--- src/mrac_pkg.sv ---
`default_nettype none

package mrac_pkg;

    localparam int MAX_VARS   = 8;
    localparam int DIGIT_BITS = 4;
    localparam int CARD_BITS  = 4;
    localparam int INDEX_BITS = 32;
    localparam int COUNT_BITS = 4;
    localparam int VPOS_BITS  = 3;
    localparam int CMD_BITS   = 3;
    localparam int DATA_BITS  = 32;
    localparam int IN_BITS    = 48;
    localparam int OUT_BITS   = 80;
    // Radix-16 long division: one dividend nibble per step.
    localparam int DIV_STEPS  = INDEX_BITS / CARD_BITS;

    typedef logic [DIGIT_BITS-1:0] digit_t;
    typedef digit_t [MAX_VARS-1:0] digit_vec_t;
    typedef logic [CARD_BITS-1:0] card_t;
    typedef card_t [MAX_VARS-1:0] card_vec_t;
    typedef logic [MAX_VARS-1:0] var_mask_t;

    typedef enum logic [CMD_BITS-1:0] {
        CMD_STEP_ONE    = 3'd0,
        CMD_STEP_ALL    = 3'd1,
        CMD_STEP_MASKED = 3'd2,
        CMD_LOAD        = 3'd3,
        CMD_SET_ALL     = 3'd4
    } cmd_t;

    typedef enum logic {
        REG_VAR_COUNT = 1'b0,
        REG_CARDS     = 1'b1
    } reg_index_t;

    typedef enum logic [2:0] {
        ST_IDLE,
        ST_DIV_START,
        ST_DIV_WAIT,
        ST_CALC,
        ST_OUT
    } state_t;

    // A cardinality of zero behaves as one.
    function automatic card_t eff_card(input card_t c);
        eff_card = (c == '0) ? card_t'(1) : c;
    endfunction

endpackage

`default_nettype wire

--- src/mrac_stepper.sv ---
`default_nettype none

module mrac_stepper (
    input  mrac_pkg::digit_vec_t digits_in,
    input  mrac_pkg::card_vec_t  cards,
    input  mrac_pkg::var_mask_t  step_mask,
    input  mrac_pkg::var_mask_t  use_mask,
    input  mrac_pkg::var_mask_t  unknown_mask,
    output mrac_pkg::digit_vec_t digits_out,
    output logic                 advanced
);
    import mrac_pkg::*;

    logic                carry;
    logic [DIGIT_BITS:0] bumped;

    // Odometer carry chain: the first participating variable that does not
    // wrap absorbs the carry and ends the step.
    always_comb
    begin
        digits_out = digits_in;
        carry      = 1'b1;
        bumped     = '0;
        for (int k = 0; k < MAX_VARS; k++)
        begin
            if (carry && step_mask[k] && use_mask[k] && !unknown_mask[k])
            begin
                bumped = (DIGIT_BITS+1)'(digits_in[k]) + (DIGIT_BITS+1)'(1);
                if (bumped >= (DIGIT_BITS+1)'(eff_card(cards[k])))
                begin
                    digits_out[k] = '0;
                end
                else
                begin
                    digits_out[k] = bumped[DIGIT_BITS-1:0];
                    carry         = 1'b0;
                end
            end
        end
        advanced = !carry;
    end

endmodule

`default_nettype wire

--- src/mrac_divider.sv ---
`default_nettype none

module mrac_divider (
    input  logic                               clk,
    input  logic                               rst_n,
    input  logic                               start,
    input  logic [mrac_pkg::INDEX_BITS-1:0]    dividend,
    input  mrac_pkg::card_t                    divisor,
    output logic                               done,
    output logic [mrac_pkg::INDEX_BITS-1:0]    quotient,
    output mrac_pkg::card_t                    remainder
);
    import mrac_pkg::*;

    localparam int STEP_BITS = $clog2(DIV_STEPS);
    localparam int WIDE_BITS = 2 * CARD_BITS;

    logic                  busy_reg, busy_next;
    logic                  done_reg, done_next;
    logic [STEP_BITS-1:0]  step_reg, step_next;
    logic [INDEX_BITS-1:0] num_reg, num_next;
    logic [INDEX_BITS-1:0] quo_reg, quo_next;
    card_t                 rem_reg, rem_next;
    card_t                 div_reg, div_next;

    logic [WIDE_BITS-1:0]  partial;
    logic [WIDE_BITS-1:0]  multiple;
    logic [WIDE_BITS-1:0]  taken;
    card_t                 q_digit;

    // One quotient digit per cycle: the partial remainder stays below the
    // divisor, so the digit is the largest multiple that fits.
    always_comb
    begin
        partial  = {rem_reg, num_reg[INDEX_BITS-1 -: CARD_BITS]};
        q_digit  = '0;
        taken    = '0;
        multiple = '0;
        for (int m = 1; m < (1 << CARD_BITS); m++)
        begin
            multiple = WIDE_BITS'(m) * WIDE_BITS'(div_reg);
            if (multiple <= partial)
            begin
                q_digit = CARD_BITS'(m);
                taken   = multiple;
            end
        end
    end

    always_comb
    begin
        busy_next = busy_reg;
        done_next = 1'b0;
        step_next = step_reg;
        num_next  = num_reg;
        quo_next  = quo_reg;
        rem_next  = rem_reg;
        div_next  = div_reg;
        if (start)
        begin
            busy_next = 1'b1;
            step_next = '0;
            num_next  = dividend;
            quo_next  = '0;
            rem_next  = '0;
            div_next  = divisor;
        end
        else if (busy_reg)
        begin
            num_next  = num_reg << CARD_BITS;
            quo_next  = {quo_reg[INDEX_BITS-CARD_BITS-1:0], q_digit};
            rem_next  = CARD_BITS'(partial - taken);
            step_next = step_reg + STEP_BITS'(1);
            if (step_reg == STEP_BITS'(DIV_STEPS - 1))
            begin
                busy_next = 1'b0;
                done_next = 1'b1;
            end
        end
    end

    always_ff @(posedge clk or negedge rst_n)
    begin
        if (!rst_n)
        begin
            busy_reg <= 1'b0;
            done_reg <= 1'b0;
            step_reg <= '0;
        end
        else
        begin
            busy_reg <= busy_next;
            done_reg <= done_next;
            step_reg <= step_next;
        end
    end

    always_ff @(posedge clk)
    begin
        num_reg <= num_next;
        quo_reg <= quo_next;
        rem_reg <= rem_next;
        div_reg <= div_next;
    end

    assign done      = done_reg;
    assign quotient  = quo_reg;
    assign remainder = rem_reg;

endmodule

`default_nettype wire

--- src/mixed_radix_assignment_counter_core.sv ---
`default_nettype none

// Mixed-radix assignment counter: holds up to eight variables with
// configured cardinalities and returns one result beat per command beat.
// Step and set commands update the digits in the accept cycle, then the
// flat index is rebuilt one variable in use at a time through the shared
// multiply-accumulate (stride times digit, stride times cardinality),
// and the result is then loaded into the output register. Loading an
// index first runs the radix-16 divider once per variable in use, then
// rebuilds the flat index likewise. The input is not ready while a command
// is in flight, but a finished result may wait on the output side while
// the next command is taken.
module mixed_radix_assignment_counter_core (
    input  logic                              clk,
    input  logic                              rst_n,
    input  logic                              cfg_we,
    input  logic                              cfg_index,
    input  logic [mrac_pkg::DATA_BITS-1:0]    cfg_data,
    input  logic                              s_tvalid,
    output logic                              s_tready,
    // s_tdata, from bit 0: var_pos[2:0], var_mask[7:0], load_value[31:0],
    // set_value[3:0], set_unknown.
    input  logic [mrac_pkg::IN_BITS-1:0]      s_tdata,
    // s_tuser: cmd[2:0].
    input  logic [mrac_pkg::CMD_BITS-1:0]     s_tuser,
    output logic                              m_tvalid,
    input  logic                              m_tready,
    // m_tdata, from bit 0: flat_index[31:0], advanced, digits[31:0],
    // unknown_mask[7:0], unknown_count[3:0], zero padding.
    output logic [mrac_pkg::OUT_BITS-1:0]     m_tdata
);
    import mrac_pkg::*;

    state_t                state_reg, state_next;
    logic [COUNT_BITS-1:0] var_count_reg, var_count_next;
    card_vec_t             cards_reg, cards_next;
    digit_vec_t            digit_reg, digit_next;
    var_mask_t             unk_reg, unk_next;
    logic [INDEX_BITS-1:0] load_reg, load_next;
    logic [COUNT_BITS-1:0] k_reg, k_next;
    logic [INDEX_BITS-1:0] idx_reg, idx_next;
    logic [INDEX_BITS-1:0] stride_reg, stride_next;
    logic [COUNT_BITS-1:0] cnt_reg, cnt_next;
    logic                  adv_reg, adv_next;
    logic                  out_valid_reg, out_valid_next;
    logic [OUT_BITS-1:0]   out_data_reg, out_data_next;

    cmd_t                  in_cmd;
    logic [VPOS_BITS-1:0]  in_pos;
    var_mask_t             in_mask;
    logic [INDEX_BITS-1:0] in_load;
    digit_t                in_set_value;
    logic                  in_set_unknown;

    logic [COUNT_BITS-1:0] n_vars;
    var_mask_t             use_mask;
    var_mask_t             step_mask;
    digit_vec_t            step_digits;
    logic                  step_adv;
    logic [VPOS_BITS-1:0]  kk;
    card_t                 card_k;
    logic [INDEX_BITS-1:0] term;
    digit_vec_t            shown_digits;

    logic                  div_start;
    logic                  div_done;
    logic [INDEX_BITS-1:0] div_quo;
    card_t                 div_rem;

    assign in_cmd         = cmd_t'(s_tuser);
    assign in_pos         = s_tdata[2:0];
    assign in_mask        = s_tdata[10:3];
    assign in_load        = s_tdata[42:11];
    assign in_set_value   = DIGIT_BITS'(s_tdata[46:43]);
    assign in_set_unknown = s_tdata[47];

    assign n_vars = (var_count_reg > COUNT_BITS'(MAX_VARS)) ? COUNT_BITS'(MAX_VARS)
                                                            : var_count_reg;

    always_comb
    begin
        for (int k = 0; k < MAX_VARS; k++)
        begin
            use_mask[k]     = (COUNT_BITS'(k) < n_vars);
            shown_digits[k] = (use_mask[k] && !unk_reg[k]) ? digit_reg[k] : '0;
        end
    end

    always_comb
    begin
        case (in_cmd)
            CMD_STEP_ONE:    step_mask = var_mask_t'(1) << in_pos;
            CMD_STEP_MASKED: step_mask = in_mask;
            default:         step_mask = '1;
        endcase
    end

    mrac_stepper u_stepper (
        .digits_in    (digit_reg),
        .cards        (cards_reg),
        .step_mask    (step_mask),
        .use_mask     (use_mask),
        .unknown_mask (unk_reg),
        .digits_out   (step_digits),
        .advanced     (step_adv)
    );

    assign kk        = k_reg[VPOS_BITS-1:0];
    assign card_k    = eff_card(cards_reg[kk]);
    assign term      = stride_reg * INDEX_BITS'(digit_reg[kk]);
    assign div_start = (state_reg == ST_DIV_START);

    mrac_divider u_divider (
        .clk       (clk),
        .rst_n     (rst_n),
        .start     (div_start),
        .dividend  (load_reg),
        .divisor   (card_k),
        .done      (div_done),
        .quotient  (div_quo),
        .remainder (div_rem)
    );

    always_comb
    begin
        state_next     = state_reg;
        var_count_next = var_count_reg;
        cards_next     = cards_reg;
        digit_next     = digit_reg;
        unk_next       = unk_reg;
        load_next      = load_reg;
        k_next         = k_reg;
        idx_next       = idx_reg;
        stride_next    = stride_reg;
        cnt_next       = cnt_reg;
        adv_next       = adv_reg;
        out_valid_next = out_valid_reg && !m_tready;
        out_data_next  = out_data_reg;

        if (cfg_we)
        begin
            unique case (reg_index_t'(cfg_index))
                REG_VAR_COUNT: var_count_next = cfg_data[COUNT_BITS-1:0];
                REG_CARDS:     cards_next     = card_vec_t'(cfg_data);
            endcase
        end

        unique case (state_reg)
            ST_IDLE:
            begin
                if (s_tvalid)
                begin
                    k_next      = '0;
                    idx_next    = '0;
                    stride_next = INDEX_BITS'(1);
                    cnt_next    = '0;
                    adv_next    = 1'b0;
                    state_next  = ST_CALC;
                    case (in_cmd) inside
                        CMD_STEP_ONE, CMD_STEP_ALL, CMD_STEP_MASKED:
                        begin
                            digit_next = step_digits;
                            adv_next   = step_adv;
                        end
                        CMD_LOAD:
                        begin
                            unk_next  = unk_reg & ~use_mask;
                            load_next = in_load;
                            if (n_vars != '0)
                            begin
                                state_next = ST_DIV_START;
                            end
                        end
                        CMD_SET_ALL:
                        begin
                            for (int k = 0; k < MAX_VARS; k++)
                            begin
                                if (use_mask[k])
                                begin
                                    digit_next[k] = in_set_unknown ? '0 : in_set_value;
                                end
                            end
                            unk_next = in_set_unknown ? (unk_reg | use_mask)
                                                      : (unk_reg & ~use_mask);
                        end
                        default:
                        begin
                        end
                    endcase
                end
            end
            ST_DIV_START:
            begin
                state_next = ST_DIV_WAIT;
            end
            ST_DIV_WAIT:
            begin
                if (div_done)
                begin
                    digit_next[kk] = DIGIT_BITS'(div_rem);
                    load_next      = div_quo;
                    if (k_reg == n_vars - COUNT_BITS'(1))
                    begin
                        k_next     = '0;
                        state_next = ST_CALC;
                    end
                    else
                    begin
                        k_next     = k_reg + COUNT_BITS'(1);
                        state_next = ST_DIV_START;
                    end
                end
            end
            ST_CALC:
            begin
                if (k_reg < n_vars)
                begin
                    if (unk_reg[kk])
                    begin
                        cnt_next = cnt_reg + COUNT_BITS'(1);
                    end
                    else
                    begin
                        idx_next = idx_reg + term;
                    end
                    stride_next = stride_reg * INDEX_BITS'(card_k);
                    k_next      = k_reg + COUNT_BITS'(1);
                end
                else
                begin
                    state_next = ST_OUT;
                end
            end
            ST_OUT:
            begin
                // Hold the finished result until the output register frees up.
                if (!out_valid_reg || m_tready)
                begin
                    out_data_next  = {3'b000, cnt_reg, unk_reg & use_mask,
                                      shown_digits, adv_reg, idx_reg};
                    out_valid_next = 1'b1;
                    state_next     = ST_IDLE;
                end
            end
            default:
            begin
                state_next = ST_IDLE;
            end
        endcase
    end

    always_ff @(posedge clk or negedge rst_n)
    begin
        if (!rst_n)
        begin
            state_reg     <= ST_IDLE;
            var_count_reg <= '0;
            cards_reg     <= '0;
            digit_reg     <= '0;
            unk_reg       <= '0;
            k_reg         <= '0;
            out_valid_reg <= 1'b0;
        end
        else
        begin
            state_reg     <= state_next;
            var_count_reg <= var_count_next;
            cards_reg     <= cards_next;
            digit_reg     <= digit_next;
            unk_reg       <= unk_next;
            k_reg         <= k_next;
            out_valid_reg <= out_valid_next;
        end
    end

    always_ff @(posedge clk)
    begin
        load_reg     <= load_next;
        idx_reg      <= idx_next;
        stride_reg   <= stride_next;
        cnt_reg      <= cnt_next;
        adv_reg      <= adv_next;
        out_data_reg <= out_data_next;
    end

    assign s_tready = (state_reg == ST_IDLE);
    assign m_tvalid = out_valid_reg;
    assign m_tdata  = out_data_reg;

endmodule

`default_nettype wire
--- config.mk ---
export PLATFORM = sky130hd
export DESIGN_NAME = mixed_radix_assignment_counter_core
export DESIGN_NICKNAME = d
export VERILOG_FILES = /design/src/mrac_pkg.sv /design/src/mrac_stepper.sv /design/src/mrac_divider.sv /design/src/mixed_radix_assignment_counter_core.sv
export SDC_FILE = /design/constraint.sdc
export NUM_CORES = 1
export LEC_CHECK = 0
export BUFFER_PORTS_ARGS = -buffer_cell sky130_fd_sc_hd__buf_2
export CAP_MARGIN = 30
export CELL_PAD_IN_SITES_DETAIL_PLACEMENT = 0
export CELL_PAD_IN_SITES_GLOBAL_PLACEMENT = 1
export CORE_MARGIN = 5
export CORE_UTILIZATION = 40
export DETAILED_ROUTE_END_ITERATION = 7
export HOLD_SLACK_MARGIN = 0.02
export PLACE_DENSITY_LB_ADDON = 0.1
export SLEW_MARGIN = 20
export SYNTH_ARGS = -nofsm -noshare
export SYNTH_HDL_FRONTEND = slang
export SYNTH_HIERARCHICAL = 1
export SYNTH_SLANG_ARGS = --single-unit
--- constraint.sdc ---
create_clock -name clk -period 7.4 [get_ports clk]
set_input_delay 0.74 -clock clk [delete_from_list [all_inputs] [get_ports clk]]
set_output_delay 0.74 -clock clk [all_outputs]
set_load 0.02 [all_outputs]
==> results of run 1 <==
## metrics by stage
stage                     worst slack (ps)  cells  utilization [%]  hold slack (ps)
after floorplan                       1230   2904                -            400.3
after global placement               608.2   3943            43.37            433.9
after detailed placement             604.6   3946            43.45            436.6
after CTS                            588.3   4024            45.49            358.3
after global routing                 215.7   4025            45.52            366.7
final                                574.5   4025            45.52            383.2
## cell type report
class                   instances  area, um2
clock buffers                  52       1140
clock inverters                25      257.7
fillers                      6704      37500
inverters                     328       1231
multi-input cells            2146      16990
flip-flops and latches        339       9375
well taps                     931       1165
repair buffers                204       1172
## how the worst max path moves through the flow
| stage | from | end | slack, ps | cells after the start |
|---|---|---|---|---|
| after global routing | k_reg[1] | stride_reg[31] | 220 | 19 |
| after floorplan | k_reg[2] | idx_reg[28] | 1230 | 22 |
| after detailed placement | k_reg[1] | stride_reg[31] | 600 | 19 |
| final | k_reg[1] | stride_reg[31] | 570 | 20 |
| after global placement | k_reg[0] | idx_reg[31] | 610 | 20 |
| after CTS | k_reg[1] | stride_reg[31] | 590 | 19 |
## layer usage
layer	up-vias	part of all wire, %	GRT usage [%]
met2	567	46	35.13
met3	93	5.2	2.494
met5	-	0	0
li1	10290	-	-
met1	10960	47	31.59
met4	0	1.8	4.832
## worst max-delay path, cell delays in order, from the launching register on
cell,delay [ps]
dfrtp_1,630
buf_4,300
nor2_1,130
a21o_1,200
a21oi_1,180
nand3_1,620
and2_1,450
fa_1,520
inv_1,70
fa_1,530
inv_1,40
ha_1,320
o21ai_0,120
o21bai_1,210
a21oi_1,170
o21ai_0,600
a31oi_1,270
o41ai_1,590
a31oi_1,150
xnor3_1,380
nor2_1,40
## cell families after synthesis
logic type,after synthesis
flops,339
mux,130
buf+inv,419
xor+xnor,98
other cells,1
fa+ha+maj,381
simple gates,990
compound gates,544
## synth_stat cells (17+ instances only)
| library cell | instances | area share (%) |
|---|---|---|
| a31o_2 | 19 | 0.60 |
| nand3_1 | 46 | 0.83 |
| dfrtp_1 | 89 | 8.0 |
| ha_1 | 230 | 10 |
| a21o_1 | 51 | 1.4 |
| fa_1 | 151 | 11 |
| and3_1 | 17 | 0.38 |
| a21oi_1 | 166 | 3.0 |
| o21ai_0 | 86 | 1.5 |
| mux2_2 | 77 | 3.1 |
| edfxtp_1 | 214 | 23 |
| clkbuf_1 | 64 | 0.86 |
| nand2_1 | 312 | 4.2 |
| buf_1 | 19 | 0.26 |
| nor2b_1 | 141 | 3.2 |
| xnor2_1 | 62 | 1.9 |
| dfxtp_1 | 36 | 2.6 |
| nand2b_1 | 42 | 0.94 |
| xor2_1 | 34 | 1.1 |
| mux2i_1 | 45 | 1.6 |
| a211oi_1 | 26 | 0.70 |
| nor3_1 | 37 | 0.66 |
| and2_1 | 135 | 3.0 |
| nor2_1 | 185 | 2.5 |
| inv_1 | 326 | 4.4 |
## repair_timing
action / in CTS / in global routing
endpoints found under the setup margin: 0 / 0
hold endpoints to repair: 17 / 0
resized for setup: 0 / 0
hold buffers: 1 / 0
==> out/metrics.csv, run 1 <==
metric;value;unit
status;finished clean;
cts_tree;yes;
ios;171;
postRouteAntennaNets;0;
ys_types;104;
path_clk_slew;60;ps
core;0.06883;mm2
via_count;21920;
synth_simple_gate_area_share;17.73;%
routedWlPerCell;20.47;um
startpoint_type;flip-flop;
netlist_instances;2902;
drc_errors;0;
row_count;96;
synth_seq_cells;339;
synth_xor_area_share;3.177;%
yosys_warnings;6;
r2r-start;k_reg[1];
place.gp.congestion;0.9360;
antennaDiodeCount;0;
syn_area;0.02788;mm2
first_iter_violations;1724;
final_cell_mix;inv_1 (326), nand2_1 (310), ha_1 (230), edfxtp_1 (214), nor2_1 (184);
io_buffers;167;
dieArea;0.07508;mm2
fmax;146.5;MHz
largest_reg_flops;77;
clk_latency;580;ps
grt_first_pass_wirelength;129.3;mm
finalHoldViolCount;0;
yosysSeqAreaShare;33.62;%
layout-drive-gt1-share;13.93;%
start_util;40.51;%
post-route-period-util;92.24;%
cts_inserted_buffers;42;
setup_tns;0;ps
async_flop_share;26.25;%
clock_sinks;339;
r2r_cells;20;
avgSynthCellArea;9.607;um2
hold_depth;2;
path_max_fanout;13;
finalWirelength;82.41;mm
synthAdderAreaFrac;21.17;%
vias_per_cell;5.445;
critPathArrivalTime;7130;ps
place_area;0.02990;mm2
setup-violations-final;0;
synth-compound-area-share;13.24;%
relSlewSlack;31.31;%
hold_class;primary input to flip-flop;
rsz0062_at_grt;false;
synth.area.mux_share;5.318;%
final_nets;3531;
synth-edff-count;214;
antenna_found_initial;1;
reg2reg_slack;570;ps
root_buffer;clkbuf_16;
synth_ff_type;edfxtp_1;
worst_slew_pin_slew;1020;ps
drv_slew;0;
track_usage;21.75;%
min_from;cfg_data[13];
final_common_cell;inv_1;
clk_path_buf_depth;3;
die_w;274.0;um
syn_to_final_growth;12.38;%
die_height;274.0;um
cts_setup_buffers;0;
dp_hpwl;62.81;mm
synth_top_family_by_area;adder cells;
drt_pre_antenna_iters;6;
path_class;flip-flop to flip-flop;
rr_endpoint;stride_reg[31];
grt_pass1_vias;21930;
fin_crit;6825;ps
grt_overflow;0;
fin_worst_skew;27.53;ps
drv_cap;0;
htree_levels;2;
min_to;cards_reg[13];
finalInstanceArea;0.03133;mm2
required;7710;ps
crit_path_end_kind;flip-flop;
grt_max_degree;73;
Power of run 1 is left out: the tool's default activity adds up to more than one toggle a clock period on the data nets, which glitch-free logic cannot reach.
==> run 2, diff against run 1 <==
Clock period 7.4 ns to 6.7 ns, I/O delays scaled along.
==> out/metrics.csv, run 2 (synthesis gave the netlist of run 1 again) <==
metric;value;unit;change
setup-violations-final;0;;unchanged
worst_slack;339.3;ps;was 574.5 ps
place.gp.congestion;0.9183;;was 0.9360
grt_pass1_vias;22750;;was 21930
track_usage;22.51;%;was 21.75%
antennaDiodeCount;0;;unchanged
place_ws;293.6;ps;was 604.6 ps
stdcell_count;4035;;was 4025
fillers;6627;;was 6704
finalHoldViolCount;0;;unchanged
cts_tree;yes;;unchanged
cp_common_cell;fa_1;;
path_max_fanout;31;;was 13
die_height;274.0;um;unchanged
grt_first_pass_wirelength;132.4;mm;was 129.3 mm
postRouteAntennaNets;0;;unchanged
io_buffers;167;;unchanged
place_area;0.03004;mm2;was 0.02990 mm2
path_delay_family;adder cells;;was compound AO/OA/AOI/OAI gates
htree_levels;2;;unchanged
drt_pre_antenna_iters;6;;unchanged
fin_crit;6361;ps;was 6825 ps
drc_errors;0;;unchanged
routedWlPerCell;21.01;um;was 20.47 um
finalWirelength;84.77;mm;was 82.41 mm
grt_max_degree;71;;was 73
drv_cap;0;;unchanged
row_count;96;;unchanged
drv_slew;0;;unchanged
clk_path_buf_depth;3;;unchanged
crit_path_end_kind;flip-flop;;unchanged
status;finished clean;;unchanged
die_w;274.0;um;unchanged
startpoint_type;flip-flop;;unchanged
post-route-period-util;94.94;%;was 92.24%
max_stage_delay;550;ps;was 630 ps
vias_per_cell;5.414;;was 5.445
largest_reg_flops;77;;unchanged
path_buf_inv;4;;was 3
cts_inserted_buffers;43;;was 42
root_buffer;clkbuf_16;;unchanged
layout-drive-gt1-share;14.30;%;was 13.93%
path_cells;buf_12 -> nor3_1 -> a22oi_1 -> and4_1 -> buf_12 -> nor2b_1 -> fa_1 -> fa_1 -> inv_1 -> fa_1 -> inv_1 -> ha_1 -> and2_2 -> a221o_2 -> a211oi_1 -> o311a_1 -> o31ai_2 -> a211oi_1 -> o21ai_0 -> xnor2_1 -> nor2_1;;was buf_4 -> nor2_1 -> a21o_1 -> a21oi_1 -> nand3_1 -> and2_1 -> fa_1 -> inv_1 -> fa_1 -> inv_1 -> ha_1 -> o21ai_0 -> o21bai_1 -> a21oi_1 -> o21ai_0 -> a31oi_1 -> o41ai_1 -> a31oi_1 -> xnor3_1 -> nor2_1
clock_sinks;339;;unchanged
first_iter_violations;1307;;was 1724
finalInstanceArea;0.03165;mm2;was 0.03133 mm2
cp_slowest_cell;fa_1;;was dfrtp_1
path_clk_slew;60;ps;about the same
setup_tns;0;ps;unchanged
relSlewSlack;32.79;%;was 31.31%
cts_setup_buffers;0;;unchanged
start_util;40.51;%;unchanged
final_nets;3539;;was 3531
antenna_found_initial;0;;was 1
worst_slew_pin_slew;995.5;ps;was 1020 ps
ios;171;;unchanged
dp_hpwl;64.15;mm;was 62.81 mm
fin_worst_skew;27.42;ps;was 27.53 ps
fmax;157.2;MHz;was 146.5 MHz
rsz0062_at_grt;false;;unchanged
syn_to_final_growth;13.52;%;was 12.38%
path_class;flip-flop to flip-flop;;unchanged
hold_class;primary input to flip-flop;;unchanged
core;0.06883;mm2;unchanged
dp_cells;3952;;was 3946
clk_latency;580;ps;about the same
final_cell_mix;inv_1 (326), nand2_1 (310), ha_1 (230), edfxtp_1 (214), nor2_1 (184);;unchanged
final_common_cell;inv_1;;unchanged
via_count;21850;;was 21920
grt_overflow;0;;unchanged
dieArea;0.07508;mm2;unchanged
required;6980;ps;was 7710 ps
critPathArrivalTime;6640;ps;was 7130 ps
run 2: through the flow:
stage | hold slack [ps] | util, %
2_1_floorplan | 374.4 | -
6_report | 330.2 | 45.98
4_1_cts | 283.1 | 45.92
3_5_place_dp | 407.9 | 43.65
3_3_place_gp | 404.9 | 43.55
5_1_grt | 297.8 | 45.98
run 2: repair_timing:
action / 4_1_cts / 5_1_grt
endpoints found under the setup margin: 0 / 3
gates resized for setup: 0 / 2
hold buffers: 1 / 0
endpoints found under the hold margin: 19 / 0
run 2: final cells by class:
cell class | instances | area (um2) | share of cell area (%)
Multi-Input combinational cell | 2146 | 17000 | 53.71
Sequential cell | 339 | 9375 | 29.62
Timing Repair Buffer | 211 | 1329 | 4.198
Clock buffer | 59 | 1240 | 3.918
Inverter | 328 | 1231 | 3.890
Tap cell | 931 | 1165 | 3.681
Clock inverter | 21 | 310.3 | 0.9804
run 2: final timing paths:
| path | start | endpoint | slack (ps) | cells after the start |
|---|---|---|---|---|
| setup / recovery | k_reg[1] | idx_reg[31] | 340 | 21 |
| hold / removal | cfg_data[19] | cards_reg[19] | 330 | 2 |
| setup reg to reg | k_reg[1] | idx_reg[31] | 340 | 21 |
| hold reg to reg | adv_reg | m_tdata[32] | 420 | 0 |
| max in group asynchronous | rst_n | m_tvalid | 5210 | 4 |
| min in group asynchronous | rst_n | cards_reg[22] | 520 | 2 |
run 2: worst reg2reg max path: stages (launching register included):
cell      delay [ps]
dfrtp_1          540
buf_12           240
nor3_1           450
a22oi_1          160
and4_1           250
buf_12           180
nor2b_1          170
fa_1             450
fa_1             560
inv_1             60
fa_1             500
inv_1             40
ha_1             360
and2_2           230
a221o_2          360
a211oi_1         270
o311a_1          260
o31ai_2          120
a211oi_1         430
o21ai_0          200
xnor2_1          190
nor2_1            50
run 2: metal layers:
layer  GRT usage, %  vias up  wire, um
met3          4.051      135      5223
met5              0        -         0
met1          30.26    10790     37520
li1               -    10310         -
met2          37.63      607     39780
met4          6.014        0      2242
Power of run 2 is left out for the same reason.
==> run 3, diff against run 2 <==
Settings changed: SKIP_LAST_GASP set to 1, SYNTH_HIERARCHICAL 1 to unset.
==> out/metrics.csv, run 3 <==
metric;value;unit;change
startpoint_type;flip-flop;;unchanged
relSlewSlack;36.64;%;was 32.79%
post-route-period-util;93.81;%;was 94.94%
register_area;0.009376;mm2;was 0.009375 mm2
rsz0062_at_grt;false;;unchanged
track_usage;21.57;%;was 22.51%
netlist_instances;2733;;was 2902
yosysSeqAreaShare;35.38;%;was 33.62%
synth_top_area_cell;edfxtp_1;;unchanged
setup_tns;0;ps;unchanged
fillers;6328;;was 6627
path_clk_slew;60;ps;about the same
routedWlPerCell;20.47;um;was 21.01 um
synthAdderAreaFrac;22.53;%;was 21.17%
worst_slew_pin_slew;940.4;ps;was 995.5 ps
die_height;267.4;um;was 274.0 um
path_class;flip-flop to flip-flop;;unchanged
path_cells;buf_4 -> and3_1 -> a22oi_1 -> nand3_1 -> buf_12 -> nand2_1 -> fa_1 -> inv_1 -> fa_1 -> fa_1 -> ha_1 -> a21oi_1 -> o22ai_1 -> o21bai_1 -> a31oi_1 -> o211ai_1 -> and2_1 -> o31ai_1 -> buf_4 -> o21ai_0 -> mux2i_1;;was buf_12 -> nor3_1 -> a22oi_1 -> and4_1 -> buf_12 -> nor2b_1 -> fa_1 -> fa_1 -> inv_1 -> fa_1 -> inv_1 -> ha_1 -> and2_2 -> a221o_2 -> a211oi_1 -> o311a_1 -> o31ai_2 -> a211oi_1 -> o21ai_0 -> xnor2_1 -> nor2_1
fin_worst_skew;23.56;ps;was 27.42 ps
grt_overflow;0;;unchanged
clk_path_buf_depth;3;;unchanged
fmax;159.1;MHz;was 157.2 MHz
finalHoldViolCount;0;;unchanged
synth_simple_gate_area_share;17.04;%;was 17.73%
cp_slowest_cell;dfrtp_1;;was fa_1
dieArea;0.07149;mm2;was 0.07508 mm2
cts_hold_buf;0;;was 1
async_flop_share;26.25;%;unchanged
antennaDiodeCount;0;;unchanged
required;7010;ps;was 6980 ps
syn_to_final_growth;13.01;%;was 13.52%
synth-compound-area-share;12.23;%;was 13.24%
synth_top_area_share;24.25;%;was 23.05%
path_delay_family;adder cells;;unchanged
htree_levels;2;;unchanged
io_buffers;167;;unchanged
synth.area.mux_share;5.100;%;was 5.318%
grt_first_pass_wirelength;121.9;mm;was 132.4 mm
yosys_warnings;0;;was 6
synth_xor_area_share;3.291;%;was 3.177%
place.gp.congestion;0.9109;;was 0.9183
antenna_found_initial;0;;unchanged
postRouteAntennaNets;0;;unchanged
vias_per_cell;5.446;;was 5.414
synth_seq_cells;339;;unchanged
synth-edff-count;214;;unchanged
start_util;40.30;%;was 40.51%
grt_pass1_vias;21350;;was 22750
path_buf_inv;4;;unchanged
dp_hpwl;58.82;mm;was 64.15 mm
cp_common_cell;fa_1;;unchanged
setup-violations-final;0;;unchanged
first_iter_violations;1407;;was 1307
via_count;20660;;was 21850
final_cell_mix;nand2_1 (483), ha_1 (229), edfxtp_1 (214), inv_1 (209), nor2_1 (185);;was inv_1 (326), nand2_1 (310), ha_1 (230), edfxtp_1 (214), nor2_1 (184)
post-route-util;45.54;%;was 45.98%
ys_types;87;;was 104
multi_input_area;0.01600;mm2;was 0.01700 mm2
syn_area;0.02650;mm2;was 0.02788 mm2
drc_errors;0;;unchanged
synth_top_family_by_area;adder cells;;unchanged
avgSynthCellArea;9.695;um2;was 9.607 um2
drt_pre_antenna_iters;6;;unchanged
hold_class;primary input to async pin;;was primary input to flip-flop
cts_inserted_buffers;41;;was 43
finalWirelength;77.66;mm;was 84.77 mm
critPathArrivalTime;6600;ps;was 6640 ps
netlist_top_cells_area;edfxtp_1 (24%), fa_1 (12%), ha_1 (11%);;was edfxtp_1 (23%), fa_1 (11%), ha_1 (10%)
layout-drive-gt1-share;13.41;%;was 14.30%
die_w;267.4;um;was 274.0 um
max_stage_delay;640;ps;was 550 ps
row_count;94;;was 96
drv_cap;0;;unchanged
r2r-start;k_reg[2];;was k_reg[1]
cts_tree;yes;;unchanged
synth_ff_type;edfxtp_1;;unchanged
clock_sinks;339;;unchanged
core;0.06575;mm2;was 0.06883 mm2
ios;171;;unchanged
root_buffer;clkbuf_16;;unchanged
crit_path_end_kind;flip-flop;;unchanged
cp-startpoint;k_reg[2];;was k_reg[1]
yosysMostFrequentCell;nand2_1;;was inv_1
clk_latency;590;ps;was 580 ps
path_max_fanout;29;;was 31
final_nets;3370;;was 3539
synth_common_cells;nand2_1 (484), ha_1 (229), edfxtp_1 (214), inv_1 (210), nor2_1 (187);;was inv_1 (326), nand2_1 (312), ha_1 (230), edfxtp_1 (214), nor2_1 (185)
status;finished clean;;unchanged
grt_max_degree;71;;unchanged
final_common_cell;nand2_1;;was inv_1
largest_reg_flops;77;;unchanged
fin_crit;6285;ps;was 6361 ps
drv_slew;0;;unchanged
==> run 3: changes by cell type after synthesis, sizes merged, moves of 10 or more <==
| cell | before | now |
|---|---|---|
| nand2b | 43 | 33 |
| xor2 | 34 | 47 |
| nand2 | 312 | 484 |
| mux2 | 79 | 64 |
| xnor2 | 62 | 50 |
| nor2b | 141 | 24 |
| a21oi | 167 | 148 |
| inv | 328 | 210 |
| nor3 | 38 | 27 |
==> run 3: timing repair <==
action / 4_1_cts / 5_1_grt
resized for setup: 0 / 1
hold endpoints to repair: 0 / 0
setup endpoints to repair: 0 / 3
buffers inserted: 0 / 0
==> run 3: kinds of logic after synthesis <==
group,after synthesis
buffers and inverters,304
DFF,339
and+or+nand+nor,995
adders and majority gates,384
muxes,113
AOI/OAI and AO/OA,499
other,1
xor gates and xnor gates,98
==> run 3: layer usage <==
| metal | global-route usage (%) | wire length [um] | vias to the layer above |
|---|---|---|---|
| met3 | 3.206 | 3784 | 138 |
| met5 | 0 | 0 | - |
| met2 | 36.53 | 37220 | 533 |
| li1 | - | - | 9789 |
| met4 | 6.852 | 2592 | 0 |
| met1 | 28.68 | 34070 | 10200 |
==> run 3: path summary, 6_finish.rpt <==
| kind | end | slack [ps] | depth (start not counted) |
|---|---|---|---|
| worst min register to register | m_tdata[32] | 450 | 0 |
| max in group asynchronous | u_divider.busy_reg | 5480 | 2 |
| worst max-delay path | idx_reg[30] | 410 | 21 |
| worst max register to register | idx_reg[30] | 410 | 21 |
| worst min-delay path | cards_reg[4] | 60 | 1 |
| min in group clk | cards_reg[17] | 310 | 2 |
==> run 3: per-stage QoR <==
stage / instance area [um2] / instances / setup WS [ps] / hold slack (ps)
floorplan: 26500 / 2735 / 1127 / 374.4
global placement: 28440 / 3716 / 406.1 / 436.2
detailed placement: 28470 / 3717 / 311.5 / 446.1
CTS: 29920 / 3793 / 274.6 / 47.83
global route: 29940 / 3794 / 110.6 / 89.16
finish: 29940 / 3794 / 414.8 / 55.01
==> run 3: cell type report <==
class,count,area share (%)
Clock inverter,21,1.003
Clock buffer,55,3.844
Inverter,211,2.645
Tap cell,864,3.610
Multi-Input combinational cell,2092,53.42
Sequential cell,339,31.31
Timing Repair Buffer,212,4.162
Power of run 3 is left out for the same reason.
